<file path="src/sv/ordered_array_insert_remove_core_defines.svh">
// Assertion macros shared by the ordered array core RTL.
// Depends on nothing; included by the modules that carry checks.
`ifndef ORDERED_ARRAY_INSERT_REMOVE_CORE_DEFINES_SVH
`define ORDERED_ARRAY_INSERT_REMOVE_CORE_DEFINES_SVH

`ifndef ASSERT_OFF
// Plain property checked at every rising clock edge outside reset.
`define OAIR_ASSERT(label, clk, rst_n, prop) \
    label: assert property (@(posedge clk) disable iff (!rst_n) (prop)) \
        else $error("ordered array check failed");
// Same-cycle implication checked outside reset.
`define OAIR_ASSERT_IMP(label, clk, rst_n, ante, cons) \
    label: assert property (@(posedge clk) disable iff (!rst_n) (ante) |-> (cons)) \
        else $error("ordered array check failed");
`else
`define OAIR_ASSERT(label, clk, rst_n, prop)
`define OAIR_ASSERT_IMP(label, clk, rst_n, ante, cons)
`endif

`endif

</file>
<file path="src/sv/oair_pkg.sv">
// Shared types and codes for the ordered array core.
// No dependencies; used by oair_ctrl, oair_cell and the top level.
package oair_pkg;

    // request opcodes as they arrive on the op port
    localparam logic [2:0] OP_GET    = 3'd0;
    localparam logic [2:0] OP_SET    = 3'd1;
    localparam logic [2:0] OP_PUSH   = 3'd2;
    localparam logic [2:0] OP_POP    = 3'd3;
    localparam logic [2:0] OP_INSERT = 3'd4;
    localparam logic [2:0] OP_REMOVE = 3'd5;

    localparam int OP_BITS    = 3;
    localparam int INDEX_BITS = 6;
    localparam int LENGTH_BITS = 7;
    localparam int COUNT_BITS = 32;

    // what every cell does this cycle, relative to pos and len
    typedef enum logic [1:0] {
        ACT_NONE   = 2'd0,  // hold
        ACT_SET    = 2'd1,  // pos <- value, [len, pos) <- undefined word
        ACT_INSERT = 2'd2,  // pos <- value, (pos, len] <- left neighbor
        ACT_REMOVE = 2'd3   // [pos, len-1) <- right neighbor, len-1 <- undefined
    } t_act;

    typedef struct packed {
        t_act act;
        logic rd_en;        // cell at pos drives its word onto the read bus
    } t_cell_cmd;

endpackage

</file>
<file path="src/sv/oair_cell.sv">
// One slot of the ordered array: holds a word, loads from its neighbors.
// Depends on oair_pkg.
module oair_cell #(
    parameter int VALUE_BITS = 64,
    parameter int CW         = 7,
    parameter int IDX        = 0
) (
    input  logic                  i_clk,
    input  oair_pkg::t_cell_cmd   i_cmd,
    input  logic [CW-1:0]         i_pos,
    input  logic [CW-1:0]         i_len,
    input  logic [VALUE_BITS-1:0] i_value,
    input  logic [VALUE_BITS-1:0] i_undef,
    input  logic [VALUE_BITS-1:0] i_left,
    input  logic [VALUE_BITS-1:0] i_right,
    output logic [VALUE_BITS-1:0] o_word,
    output logic [VALUE_BITS-1:0] o_read
);

    localparam logic [CW-1:0] MY_POS  = CW'(IDX);
    localparam logic [CW-1:0] MY_NEXT = CW'(IDX + 1);

    logic [VALUE_BITS-1:0] r_word;
    logic [VALUE_BITS-1:0] n_word;
    logic                  w_load;

    always_comb begin
        w_load = 1'b0;
        n_word = i_value;
        case (i_cmd.act)
            oair_pkg::ACT_SET: begin
                if (MY_POS == i_pos) begin
                    w_load = 1'b1;
                end else if (MY_POS >= i_len && MY_POS < i_pos) begin
                    w_load = 1'b1;
                    n_word = i_undef;
                end
            end
            oair_pkg::ACT_INSERT: begin
                if (MY_POS == i_pos) begin
                    w_load = 1'b1;
                end else if (MY_POS > i_pos && MY_POS <= i_len) begin
                    w_load = 1'b1;
                    n_word = i_left;
                end
            end
            oair_pkg::ACT_REMOVE: begin
                if (MY_NEXT == i_len) begin
                    w_load = 1'b1;
                    n_word = i_undef;
                end else if (MY_POS >= i_pos && MY_NEXT < i_len) begin
                    w_load = 1'b1;
                    n_word = i_right;
                end
            end
            default: begin
                w_load = 1'b0;
            end
        endcase
    end

    always_ff @(posedge i_clk) begin
        if (w_load) begin
            r_word <= n_word;
        end
    end

    assign o_word = r_word;
    assign o_read = (i_cmd.rd_en && MY_POS == i_pos) ? r_word : '0;

endmodule

</file>
<file path="config.mk">
export PLATFORM = sky130hd
export DESIGN_NAME = oair_cell
export DESIGN_NICKNAME = d
export VERILOG_FILES = /design/src/sv/ordered_array_insert_remove_core_defines.svh /design/src/sv/oair_pkg.sv /design/src/sv/oair_cell.sv
export SDC_FILE = /design/constraint.sdc
export NUM_CORES = 1
export LEC_CHECK = 0
export BUFFER_PORTS_ARGS = -buffer_cell sky130_fd_sc_hd__buf_4
export CAP_MARGIN = 40
export CORE_AREA = 8 8 148 150
export DETAILED_ROUTE_END_ITERATION = 16
export DIE_AREA = 0 0 156 158
export PLACE_DENSITY_LB_ADDON = 0.2
export SLEW_MARGIN = 5
export SYNTH_ARGS = -nofsm -noshare
export SYNTH_HDL_FRONTEND = slang
export SYNTH_SLANG_ARGS = --single-unit
</file>
<file path="constraint.sdc">
create_clock -name i_clk -period 4.9 [get_ports i_clk]
set_clock_uncertainty 0.05 [all_clocks]
set_input_delay 0.245 -clock i_clk [delete_from_list [all_inputs] [get_ports i_clk]]
set_output_delay 0.245 -clock i_clk [all_outputs]
set_load 0.05 [all_outputs]
</file>
==> flow_metrics.py <==
metrics = {
    "outcome": {
        "outcome": "complete, no violations",
    },
    "route": {
        "wl_met2_mm": 11.6,
        "drtPass1Iterations": 4,
        "met3_length_mm": 2.31,
        "via_per_inst": 5.20,
        "finalWirelength_mm": 24.6,
        "m1WireLength_mm": 10.3,
        "vias": 6091,
        "routedWlPerCell_um": 21.0,
        "drt_iter0_drc": 308,
        "ant_nets": 0,
        "top_layer": "met4",
        "drc": 0,
    },
    "synth": {
        "synth-seq-area-share_pct": 33.4,
        "synth.avg_cell_area_um2": 9.62,
        "postSynthNetCount": 876,
        "syn-instance-count": 598,
        "netlist_area_um2": 5750,
        "synth_top_area_share_pct": 33.4,
        "synth_top_area_cell": "edfxtp_1",
        "postSynth.asyncResetShare_pct": 0,
        "yosys_warnings": 0,
        "synth.area.top_cells": "edfxtp_1 (33%), mux2i_1 (11%), a211o_1 (9.7%)",
        "synth.distinct_cells": 30,
        "synth_edf_count": 64,
        "synth_flop_cell": "edfxtp_1",
        "ys_ff_latch": 64,
    },
    "place": {
        "gp_congestion": 0.765,
        "placed_area_um2": 8490,
        "portBuffers": 337,
        "place_hpwl_mm": 17.2,
    },
    "finish": {
        "area.growth.synth_to_final_pct": 52.1,
        "diodes": 0,
        "largest_reg_flops": 64,
        "finalInstanceArea_um2": 8750,
        "fin_nets": 1175,
        "drive_gt1_share_pct": 48.2,
    },
    "clock_network": {
        "ctsHoldBuffers": 0,
        "cts_tree": "yes",
        "cts_setup_buffers": 0,
        "cts.clk_slew.worst_paths_ns": 0.06,
        "htreeDepth": 3,
        "cts_made_buffers": 9,
        "cts_sinks": 64,
        "cts_resized": 0,
        "clock_path_buffers": 2,
        "root_buffer": "clkbuf_16",
    },
    "timing": {
        "drv_slew": 0,
        "finalHoldViolCount": 0,
        "fmax_mhz": 372,
        "setup_viol": 0,
        "worst_slew_margin_rel_pct": 38.2,
        "period_share_pct": 54.9,
        "worst_pin_slew_ns": 0.928,
        "period_minus_slack_ns": 2.69,
        "rsz0062_at_grt": "false",
        "tns_ns": 0,
    },
    "floorplanning": {
        "core_area_um2": 19700,
        "start_util_pct": 29.2,
        "io_pins": 402,
        "rows": 52,
        "die_w_um": 156,
        "die_area_um2": 24600,
        "fp.dieH_um": 158,
    },
    "global_route": {
        "grtUsageTotal_pct": 18.9,
        "grt_overflow": 0,
        "grt_max_degree": 66,
        "grt_pass1_vias": 6284,
        "antenna_found_initial": 0,
        "grt_pass1_wl_mm": 36.1,
    },
    "worst_setup_path": {
        "critical_path_peak_fanout": 65,
        "critPathLaunchType": "input pin",
        "arrival_ns": 2.80,
        "crit_type": "input pin to register",
        "worst_setup_path_end_kind": "register",
        "cp.required_ns": 5.01,
    },
    "power": {
        "power.density_nw_per_um2": 186,
        "ir_drop_mv": 0.133,
        "p_leak_nw": 3.78,
    },
    "run": {
        "drv_cap": 0,
    },
    "hold_path": {
        "hold_class": "input pin to register",
    },
}
==> critical path: stages <==
cell and delay, ns:
buf_4 0.11, or4_4 0.55, or3_4 0.68, nand2_2 0.17
buf_4 0.62, o21ai_0 0.16, o22ai_1 0.22
==> cell type report <==
cell class	count	area (um2)
Clock inverter	7	38.8
Tap cell	270	338
Timing Repair Buffer	350	2680
Sequential cell	64	1920
Fill cell	1964	11000
Multi-Input combinational cell	469	3540
Inverter	3	11.3
Clock buffer	9	225
==> final timing paths <==
check / startpoint / endpoint / cells after the start
setup / recovery: i_len[6] / o_word[25] / 7
hold / removal: i_undef[63] / o_word[63] / 3
==> power breakdown <==
group	internal [mW]	total [mW]	switching, mW	leakage, nW
combinational	0.211	0.411	0.200	3.14
sequential	0.615	0.618	0.00297	0.506
clock	0.337	0.599	0.261	0.128
==> metrics by stage <==
step	utilization [%]	setup slack (ns)	cells	hold WS [ns]	total power, mW
after floorplan	-	0.130	598	0.449	0.828
after CTS	44.4	2.22	1172	0.216	1.64
after detailed placement	43.1	1.86	1156	0.574	1.04
after global routing	44.4	2.08	1172	0.231	1.70
final	44.4	2.21	1172	0.232	1.63
after global placement	42.8	1.88	1154	0.567	1.03
==> cells in the final DEF (no fill, tap or decap), types with 2 or more instances in the layout <==
cell type / instances
buf_4: 347
clkinv_2: 4
o22ai_1: 64
edfxtp_1: 64
o21ai_0: 56
o21a_1: 64
a21oi_1: 4
o21ai_1: 8
clkbuf_16: 9
buf_16: 2
clkinvlp_4: 2
and2_1: 64
nor3_1: 2
mux2i_1: 64
ha_1: 4
a21oi_2: 60
inv_1: 3
a211o_1: 64
==> layer usage <==
metal,vias to the layer above,GRT usage (%)
li1,2932,-
met1,2873,22.3
met2,264,31.0
met3,22,7.34
met4,0,6.47
met5,-,0
==> logic make-up after synthesis <==
family          count (synthesis)  share of synthesized area [%]
compound gates                323                           40.5
simple gates                   78                           8.44
buf+inv                        65                           5.65
mux                            64                           11.1
flops                          64                           33.4
fa+ha+maj                       4                          0.870
Note: power is estimated with default switching activity, not from simulation.
