--- src/sv/ordered_array_insert_remove_core_defines.svh ---
// Assertion macros shared by the ordered array core RTL.
// Depends on nothing; included by the modules that carry checks.
`ifndef ORDERED_ARRAY_INSERT_REMOVE_CORE_DEFINES_SVH
`define ORDERED_ARRAY_INSERT_REMOVE_CORE_DEFINES_SVH

`ifndef ASSERT_OFF
// Plain property checked at every rising clock edge outside reset.
`define OAIR_ASSERT(label, clk, rst_n, prop) \
    label: assert property (@(posedge clk) disable iff (!rst_n) (prop)) \
        else $error("ordered array check failed");
// Same-cycle implication checked outside reset.
`define OAIR_ASSERT_IMP(label, clk, rst_n, ante, cons) \
    label: assert property (@(posedge clk) disable iff (!rst_n) (ante) |-> (cons)) \
        else $error("ordered array check failed");
`else
`define OAIR_ASSERT(label, clk, rst_n, prop)
`define OAIR_ASSERT_IMP(label, clk, rst_n, ante, cons)
`endif

`endif

--- src/sv/oair_pkg.sv ---
// Shared types and codes for the ordered array core.
// No dependencies; used by oair_ctrl, oair_cell and the top level.
package oair_pkg;

    // request opcodes as they arrive on the op port
    localparam logic [2:0] OP_GET    = 3'd0;
    localparam logic [2:0] OP_SET    = 3'd1;
    localparam logic [2:0] OP_PUSH   = 3'd2;
    localparam logic [2:0] OP_POP    = 3'd3;
    localparam logic [2:0] OP_INSERT = 3'd4;
    localparam logic [2:0] OP_REMOVE = 3'd5;

    localparam int OP_BITS    = 3;
    localparam int INDEX_BITS = 6;
    localparam int LENGTH_BITS = 7;
    localparam int COUNT_BITS = 32;

    // what every cell does this cycle, relative to pos and len
    typedef enum logic [1:0] {
        ACT_NONE   = 2'd0,  // hold
        ACT_SET    = 2'd1,  // pos <- value, [len, pos) <- undefined word
        ACT_INSERT = 2'd2,  // pos <- value, (pos, len] <- left neighbor
        ACT_REMOVE = 2'd3   // [pos, len-1) <- right neighbor, len-1 <- undefined
    } t_act;

    typedef struct packed {
        t_act act;
        logic rd_en;        // cell at pos drives its word onto the read bus
    } t_cell_cmd;

endpackage

--- src/sv/oair_ctrl.sv ---
// Request stage, opcode decode, fill level and change counter.
// Depends on oair_pkg and ordered_array_insert_remove_core_defines.svh.
`include "ordered_array_insert_remove_core_defines.svh"

module oair_ctrl #(
    parameter int CAPACITY = 64,
    parameter int CW       = 7
) (
    input  logic                          i_clk,
    input  logic                          i_rst_n,
    input  logic                          i_accept,
    input  logic [oair_pkg::OP_BITS-1:0]  i_op,
    input  logic [oair_pkg::INDEX_BITS-1:0] i_index,
    output oair_pkg::t_cell_cmd           o_cmd,
    output logic [CW-1:0]                 o_pos,
    output logic [CW-1:0]                 o_len,
    output logic                          o_valid,
    output logic                          o_ok,
    output logic [oair_pkg::COUNT_BITS-1:0] o_count
);

    localparam logic [CW-1:0] CAP = CW'(CAPACITY);
    localparam logic [CW-1:0] ONE = CW'(1);

    logic                               r_exec;
    logic [oair_pkg::OP_BITS-1:0]       r_op;
    logic [oair_pkg::INDEX_BITS-1:0]    r_idx;
    logic [CW-1:0]                      r_len;
    logic [oair_pkg::COUNT_BITS-1:0]    r_count;
    logic                               r_valid;
    logic                               r_ok;

    logic [CW-1:0]        w_idx;
    logic                 w_ok;
    logic                 w_bump;
    logic [CW-1:0]        n_len;
    oair_pkg::t_cell_cmd  w_cmd;
    logic [CW-1:0]        w_pos;

    assign w_idx = CW'(r_idx);

    always_comb begin
        w_ok      = 1'b0;
        w_bump    = 1'b0;
        n_len     = r_len;
        w_pos     = w_idx;
        w_cmd.act = oair_pkg::ACT_NONE;
        w_cmd.rd_en = 1'b0;
        unique case (r_op)
            oair_pkg::OP_GET: begin
                w_ok        = w_idx < r_len;
                w_cmd.rd_en = w_ok;
            end
            oair_pkg::OP_SET: begin
                w_ok = w_idx < CAP;
                if (w_ok) begin
                    w_cmd.act = oair_pkg::ACT_SET;
                    if (w_idx >= r_len) begin
                        n_len  = w_idx + ONE;
                        w_bump = 1'b1;
                    end
                end
            end
            oair_pkg::OP_PUSH: begin
                w_ok  = r_len < CAP;
                w_pos = r_len;
                if (w_ok) begin
                    w_cmd.act = oair_pkg::ACT_SET;
                    n_len     = r_len + ONE;
                    w_bump    = 1'b1;
                end
            end
            oair_pkg::OP_POP: begin
                w_ok  = r_len != '0;
                w_pos = r_len - ONE;
                if (w_ok) begin
                    w_cmd.act   = oair_pkg::ACT_REMOVE;
                    w_cmd.rd_en = 1'b1;
                    n_len       = r_len - ONE;
                    w_bump      = 1'b1;
                end
            end
            oair_pkg::OP_INSERT: begin
                w_ok  = r_len < CAP;
                // clamp the position to the end of the array
                w_pos = (w_idx > r_len) ? r_len : w_idx;
                if (w_ok) begin
                    w_cmd.act = oair_pkg::ACT_INSERT;
                    n_len     = r_len + ONE;
                    w_bump    = 1'b1;
                end
            end
            oair_pkg::OP_REMOVE: begin
                w_ok = w_idx < r_len;
                if (w_ok) begin
                    w_cmd.act   = oair_pkg::ACT_REMOVE;
                    w_cmd.rd_en = 1'b1;
                    n_len       = r_len - ONE;
                    w_bump      = 1'b1;
                end
            end
            default: begin
                w_ok = 1'b0;
            end
        endcase
        if (!r_exec) begin
            w_cmd.act   = oair_pkg::ACT_NONE;
            w_cmd.rd_en = 1'b0;
        end
    end

    // request stage
    always_ff @(posedge i_clk) begin
        if (!i_rst_n) begin
            r_exec <= 1'b0;
        end else begin
            r_exec <= i_accept;
        end
    end

    always_ff @(posedge i_clk) begin
        if (i_accept) begin
            r_op  <= i_op;
            r_idx <= i_index;
        end
    end

    // execute stage: state and result flags
    always_ff @(posedge i_clk) begin
        if (!i_rst_n) begin
            r_len   <= '0;
            r_count <= '0;
            r_valid <= 1'b0;
            r_ok    <= 1'b0;
        end else begin
            r_valid <= r_exec;
            if (r_exec) begin
                r_ok <= w_ok;
                if (w_ok) begin
                    r_len <= n_len;
                end
                if (w_ok && w_bump) begin
                    r_count <= r_count + 32'd1;
                end
            end
        end
    end

    assign o_cmd   = w_cmd;
    assign o_pos   = w_pos;
    assign o_len   = r_len;
    assign o_valid = r_valid;
    assign o_ok    = r_ok;
    assign o_count = r_count;

    `OAIR_ASSERT(a_len_bound, i_clk, i_rst_n, r_len <= CAP)
    `OAIR_ASSERT_IMP(a_count_only_on_result, i_clk, i_rst_n,
        $past(i_rst_n) && (r_count != $past(r_count)), r_valid && r_ok)
    `OAIR_ASSERT_IMP(a_len_change_bumps, i_clk, i_rst_n,
        $past(i_rst_n) && (r_len != $past(r_len)), r_count == $past(r_count) + 32'd1)
    `OAIR_ASSERT_IMP(a_fail_keeps_len, i_clk, i_rst_n,
        $past(i_rst_n) && r_valid && !r_ok, r_len == $past(r_len))

endmodule

--- config.mk ---
export PLATFORM = sky130hd
export DESIGN_NAME = oair_ctrl
export DESIGN_NICKNAME = d
export VERILOG_FILES = /design/src/sv/oair_pkg.sv /design/src/sv/oair_ctrl.sv
export VERILOG_INCLUDE_DIRS = /design/src /design/src/sv
export SDC_FILE = /design/constraint.sdc
export NUM_CORES = 1
export LEC_CHECK = 0
export BUFFER_PORTS_ARGS = -buffer_cell sky130_fd_sc_hd__buf_2
export CORE_MARGIN = 5
export CORE_UTILIZATION = 50
export CTS_CLUSTER_SIZE = 12
export DETAILED_ROUTE_END_ITERATION = 16
export PLACE_DENSITY = 0.73
export SLEW_MARGIN = 15
export SYNTH_ARGS = -nofsm -noshare
export SYNTH_HDL_FRONTEND = slang
export SYNTH_SLANG_ARGS = --single-unit
--- constraint.sdc ---
create_clock -name i_clk -period 3.34 [get_ports i_clk]
set_input_delay 0.668 -clock i_clk [delete_from_list [all_inputs] [get_ports i_clk]]
set_output_delay 0.668 -clock i_clk [all_outputs]
set_load 0.02 [all_outputs]
==> results.md <==
- Hold endpoint: o_ok$_SDFFE_PN0P_
- Die width: between 90 and 100 um
- DP Wirelength: 6870 um
- Io pins: 63
- Setup Total Neg Slack: 0 ns
- Setup violations, final: 0
- Post-DR vias/cell: between 6 and 7
- Worst vdd ir: 0.253 mV
- Fillcell total: 653
- Unique cell type count in the Yosys netlist: 60
- Switching power: between 0.5 and 0.6 mW
- Hold Crit Start: o_ok$_SDFFE_PN0P_
- R2R cell count: 9
- Total GRT Usage: 0.227
- WL per Instance: between 15 and 20 um
- Crit path arrival time: 2.59 ns
- Setup crit start kind: flip-flop
- Cell family with most CP delay: compound AO/OA/AOI/OAI gates
- Relative slew slack: 0.592
- Core Footprint: 6680 um2
- First-pass GRT wire length: between 15000 and 20000 um
- Final GP Congestion: 0.976
- Yosys warnings: 0
- Post-Synthesis Net Count: 433
- CP bufs+invs: 1
- Power per cell area: 401 nW/um2
- CTS tree: done
- R2r setup slk: 0.43 ns
- Worst r2r src: o_len[0]$_SDFFE_PN0P_
- Crit. End Element: primary output
- First-iteration detailed-routing DRC count: 280
- Port bufs: 62
- Combinational share of power: 0.269
- CTS H-tree depth: 2
- Layout cell share with drive strength beyond 1: 0.248
- Run status: finished clean
- Seq pwr share: 0.416
- Via count: 3548
- Yosys top cell area share: 0.249
- DRC viols: 0
- Mapped Area: approximately 3400 um2
- Critical Path, Cell by Cell: ha_2, nand4b_1, or2_2, a41o_1, a211o_1, a32oi_2, buf_4
- Final Hold Viols: 0
- Cells after synthesis: 412
- Avg Inst Size Synth: 8.21 um2
- CP required: 2.67 ns
- Clk pwr share: 0.315
- Synth top area cells: dfxtp_1 25%, edfxtp_1 8.0%, o31ai_1 6.0%
- Sequential fraction of the synthesis area: 0.329
- CTS buffer count: 5
- LEAKAGE: 1.50 nW
- Drt pass-1 iters: 5
- Ant. Diodes: 0
- Pins over their slew limit: 0
- Die area: 8510 um2
- Main synth FF type: dfxtp_1
- Final ANT Viol Nets: 0
- Total wire length: 9650 um
- Worst Tran Pin Value: 0.609 ns
- Fmax: slightly above 300 MHz
- Clock sink total: 51
- Post-synth EDFFs: 9
- Hold buffer count at cts: 0
- Crit Path Max Fanout: 5
- Switching Fraction: 0.333
- Initial antenna violation count: 0
- Ys async rst share: 0
- Clock Latency Late Sink: 0.31 ns
- Fin crit share: 0.976
- Post-layout nets: around 490
- Power, Total: 1.60 mW
- Worst Skew: 0.0103 ns
- Area leader, netlist: dfxtp_1
- Root Buffer: clkbuf_8
- Cell internal pwr: 1.07 mW
- Row count: 30
- Slowest cell delay on critical path: 0.49 ns
- Worst reg2reg endpoint: o_count[20]$_SDFFE_PN0P_
- WHS Path Cells: 2
- Worst hold path type: reg2reg
- Area Overhead vs Synth: 18.1%
- Vias in the first global route: 3237
- Slowest cell on crit path: edfxtp_1
- Grt total ovfl: 0
- Clock transition at path regs: between 0.1 and 0.15 ns
- Setup CP Type: reg2out
- Yosys reg bits: a little over 50
- Largest net degree at the start of global routing: 32
- Clock Path Buffers: 2
- Max-cap violations: 0
- Die H: 92.2 um
- Starting Density: 0.506
- Final Critical Period: between 3 and 4 ns
## registers in the layout, indices dropped and copies added, names as in the netlist
register / cells
o_count: 32
o_len: 7
o_ok: 1
o_valid: 1
r_exec: 1
r_idx: 6
r_op: 3
## cells in the final DEF, fill, tap and decap left out, types with 18 or more instances in the layout
master and instances:
nand2_1 25, o21ai_0 19, buf_2 61, nor2_1 24
o31ai_1 27, dfxtp_1 40, or4_1 21, buf_4 26
nand3_1 18, a21oi_1 34
## layout make-up
cell class,instances,area (um2),share of cell area
Clock buffer,6,93.8,0.0235
Clock inverter,2,41.3,0.0103
Inverter,10,37.5,0.00940
Multi-Input combinational cell,316,2100,0.527
Sequential cell,51,1120,0.280
Tap cell,80,100,0.0251
Timing Repair Buffer,87,500,0.125
## worst max path at each step
| stage | slack, ns | from | cells after the start | to |
|---|---|---|---|---|
| after floorplan | 0.06 | o_len[4]$_SDFFE_PN0P_ | 9 | o_pos[0] |
| after global placement | 0.31 | r_idx[4]$_DFFE_PP_ | 8 | o_pos[0] |
| after detailed placement | 0.27 | r_idx[4]$_DFFE_PP_ | 8 | o_pos[0] |
| after CTS | 0.005 | r_idx[4]$_DFFE_PP_ | 8 | o_pos[0] |
| after global routing | -0.02 | r_idx[3]$_DFFE_PP_ | 8 | o_pos[4] |
| final | 0.08 | r_idx[3]$_DFFE_PP_ | 7 | o_pos[0] |
## repair_timing
item                                   in CTS  in global routing
resized for setup                           2                  9
setup endpoints to repair                   3                  6
buffers inserted                            1                  5
pin swaps                                   0                  2
endpoints found under the hold margin       0                  0
## worst reg2reg max path: stages (launching register included)
cell	delay, ns
dfxtp_1	0.55
inv_1	0.16
ha_1	0.27
nand2b_1	0.24
nor3_1	0.17
a31oi_2	0.25
o211ai_4	0.25
buf_4	0.30
or4_1	0.52
a21oi_1	0.14
## logic make-up after synthesis
kind of cell,Yosys count,synth area share
muxes,4,0.0126
xor gates and xnor gates,6,0.0155
and+or+nand+nor,167,0.282
AOI/OAI and AO/OA,130,0.263
buffers and inverters,45,0.0644
adders and majority gates,9,0.0333
DFF,51,0.329
## Yosys cell counts (3+ instances only)
library cell  number
nand2b_1          14
buf_6              3
buf_2             13
nor4_1             4
nor3_1             6
a31oi_1            3
xor2_1             5
nand2_1           25
a22oi_1            3
or4_1             21
nand3_1           18
or3_1              3
or2_2              3
and2_1             3
o311ai_0           9
nor2_1            24
o31ai_1           27
inv_1              9
and3_1            12
o41ai_1            3
ha_1               9
clkbuf_1          14
edfxtp_1           9
dfxtp_1           42
nor2b_1            6
o211ai_1          10
nand4_1           15
o21ai_0           19
a21oi_1           35
## power by group through the flow
stage / combinational, mW / clock [mW] / sequential, mW
2_1_floorplan: 0.288 / 0 / 0.682
3_3_place_gp: 0.403 / 0 / 0.678
3_5_place_dp: 0.405 / 0 / 0.679
4_1_cts: 0.408 / 0.514 / 0.665
5_1_grt: 0.469 / 0.536 / 0.668
6_report: 0.430 / 0.505 / 0.665
## per-layer routing
layer | vias up | routed length (um) | GRT usage
li1 | 1713 | - | -
met1 | 1711 | 4390 | 0.320
met2 | 109 | 4580 | 0.359
met3 | 15 | 477 | 0.0271
met4 | 0 | 209 | 0.0767
met5 | - | 0 | 0
## per-stage QoR
step | std cells | utilization | instance area (um2) | hold WS [ns] | setup slack (ns)
floorplan | 412 | - | 3390 | 0.521 | 0.0650
global placement | 538 | 0.565 | 3780 | 0.461 | 0.309
detailed placement | 538 | 0.565 | 3780 | 0.462 | 0.273
CTS | 547 | 0.587 | 3920 | 0.479 | 0.00492
global route | 552 | 0.598 | 3990 | 0.513 | -0.0222
finish | 552 | 0.598 | 3990 | 0.475 | 0.0806
Note: power is estimated with default switching activity, not from simulation.
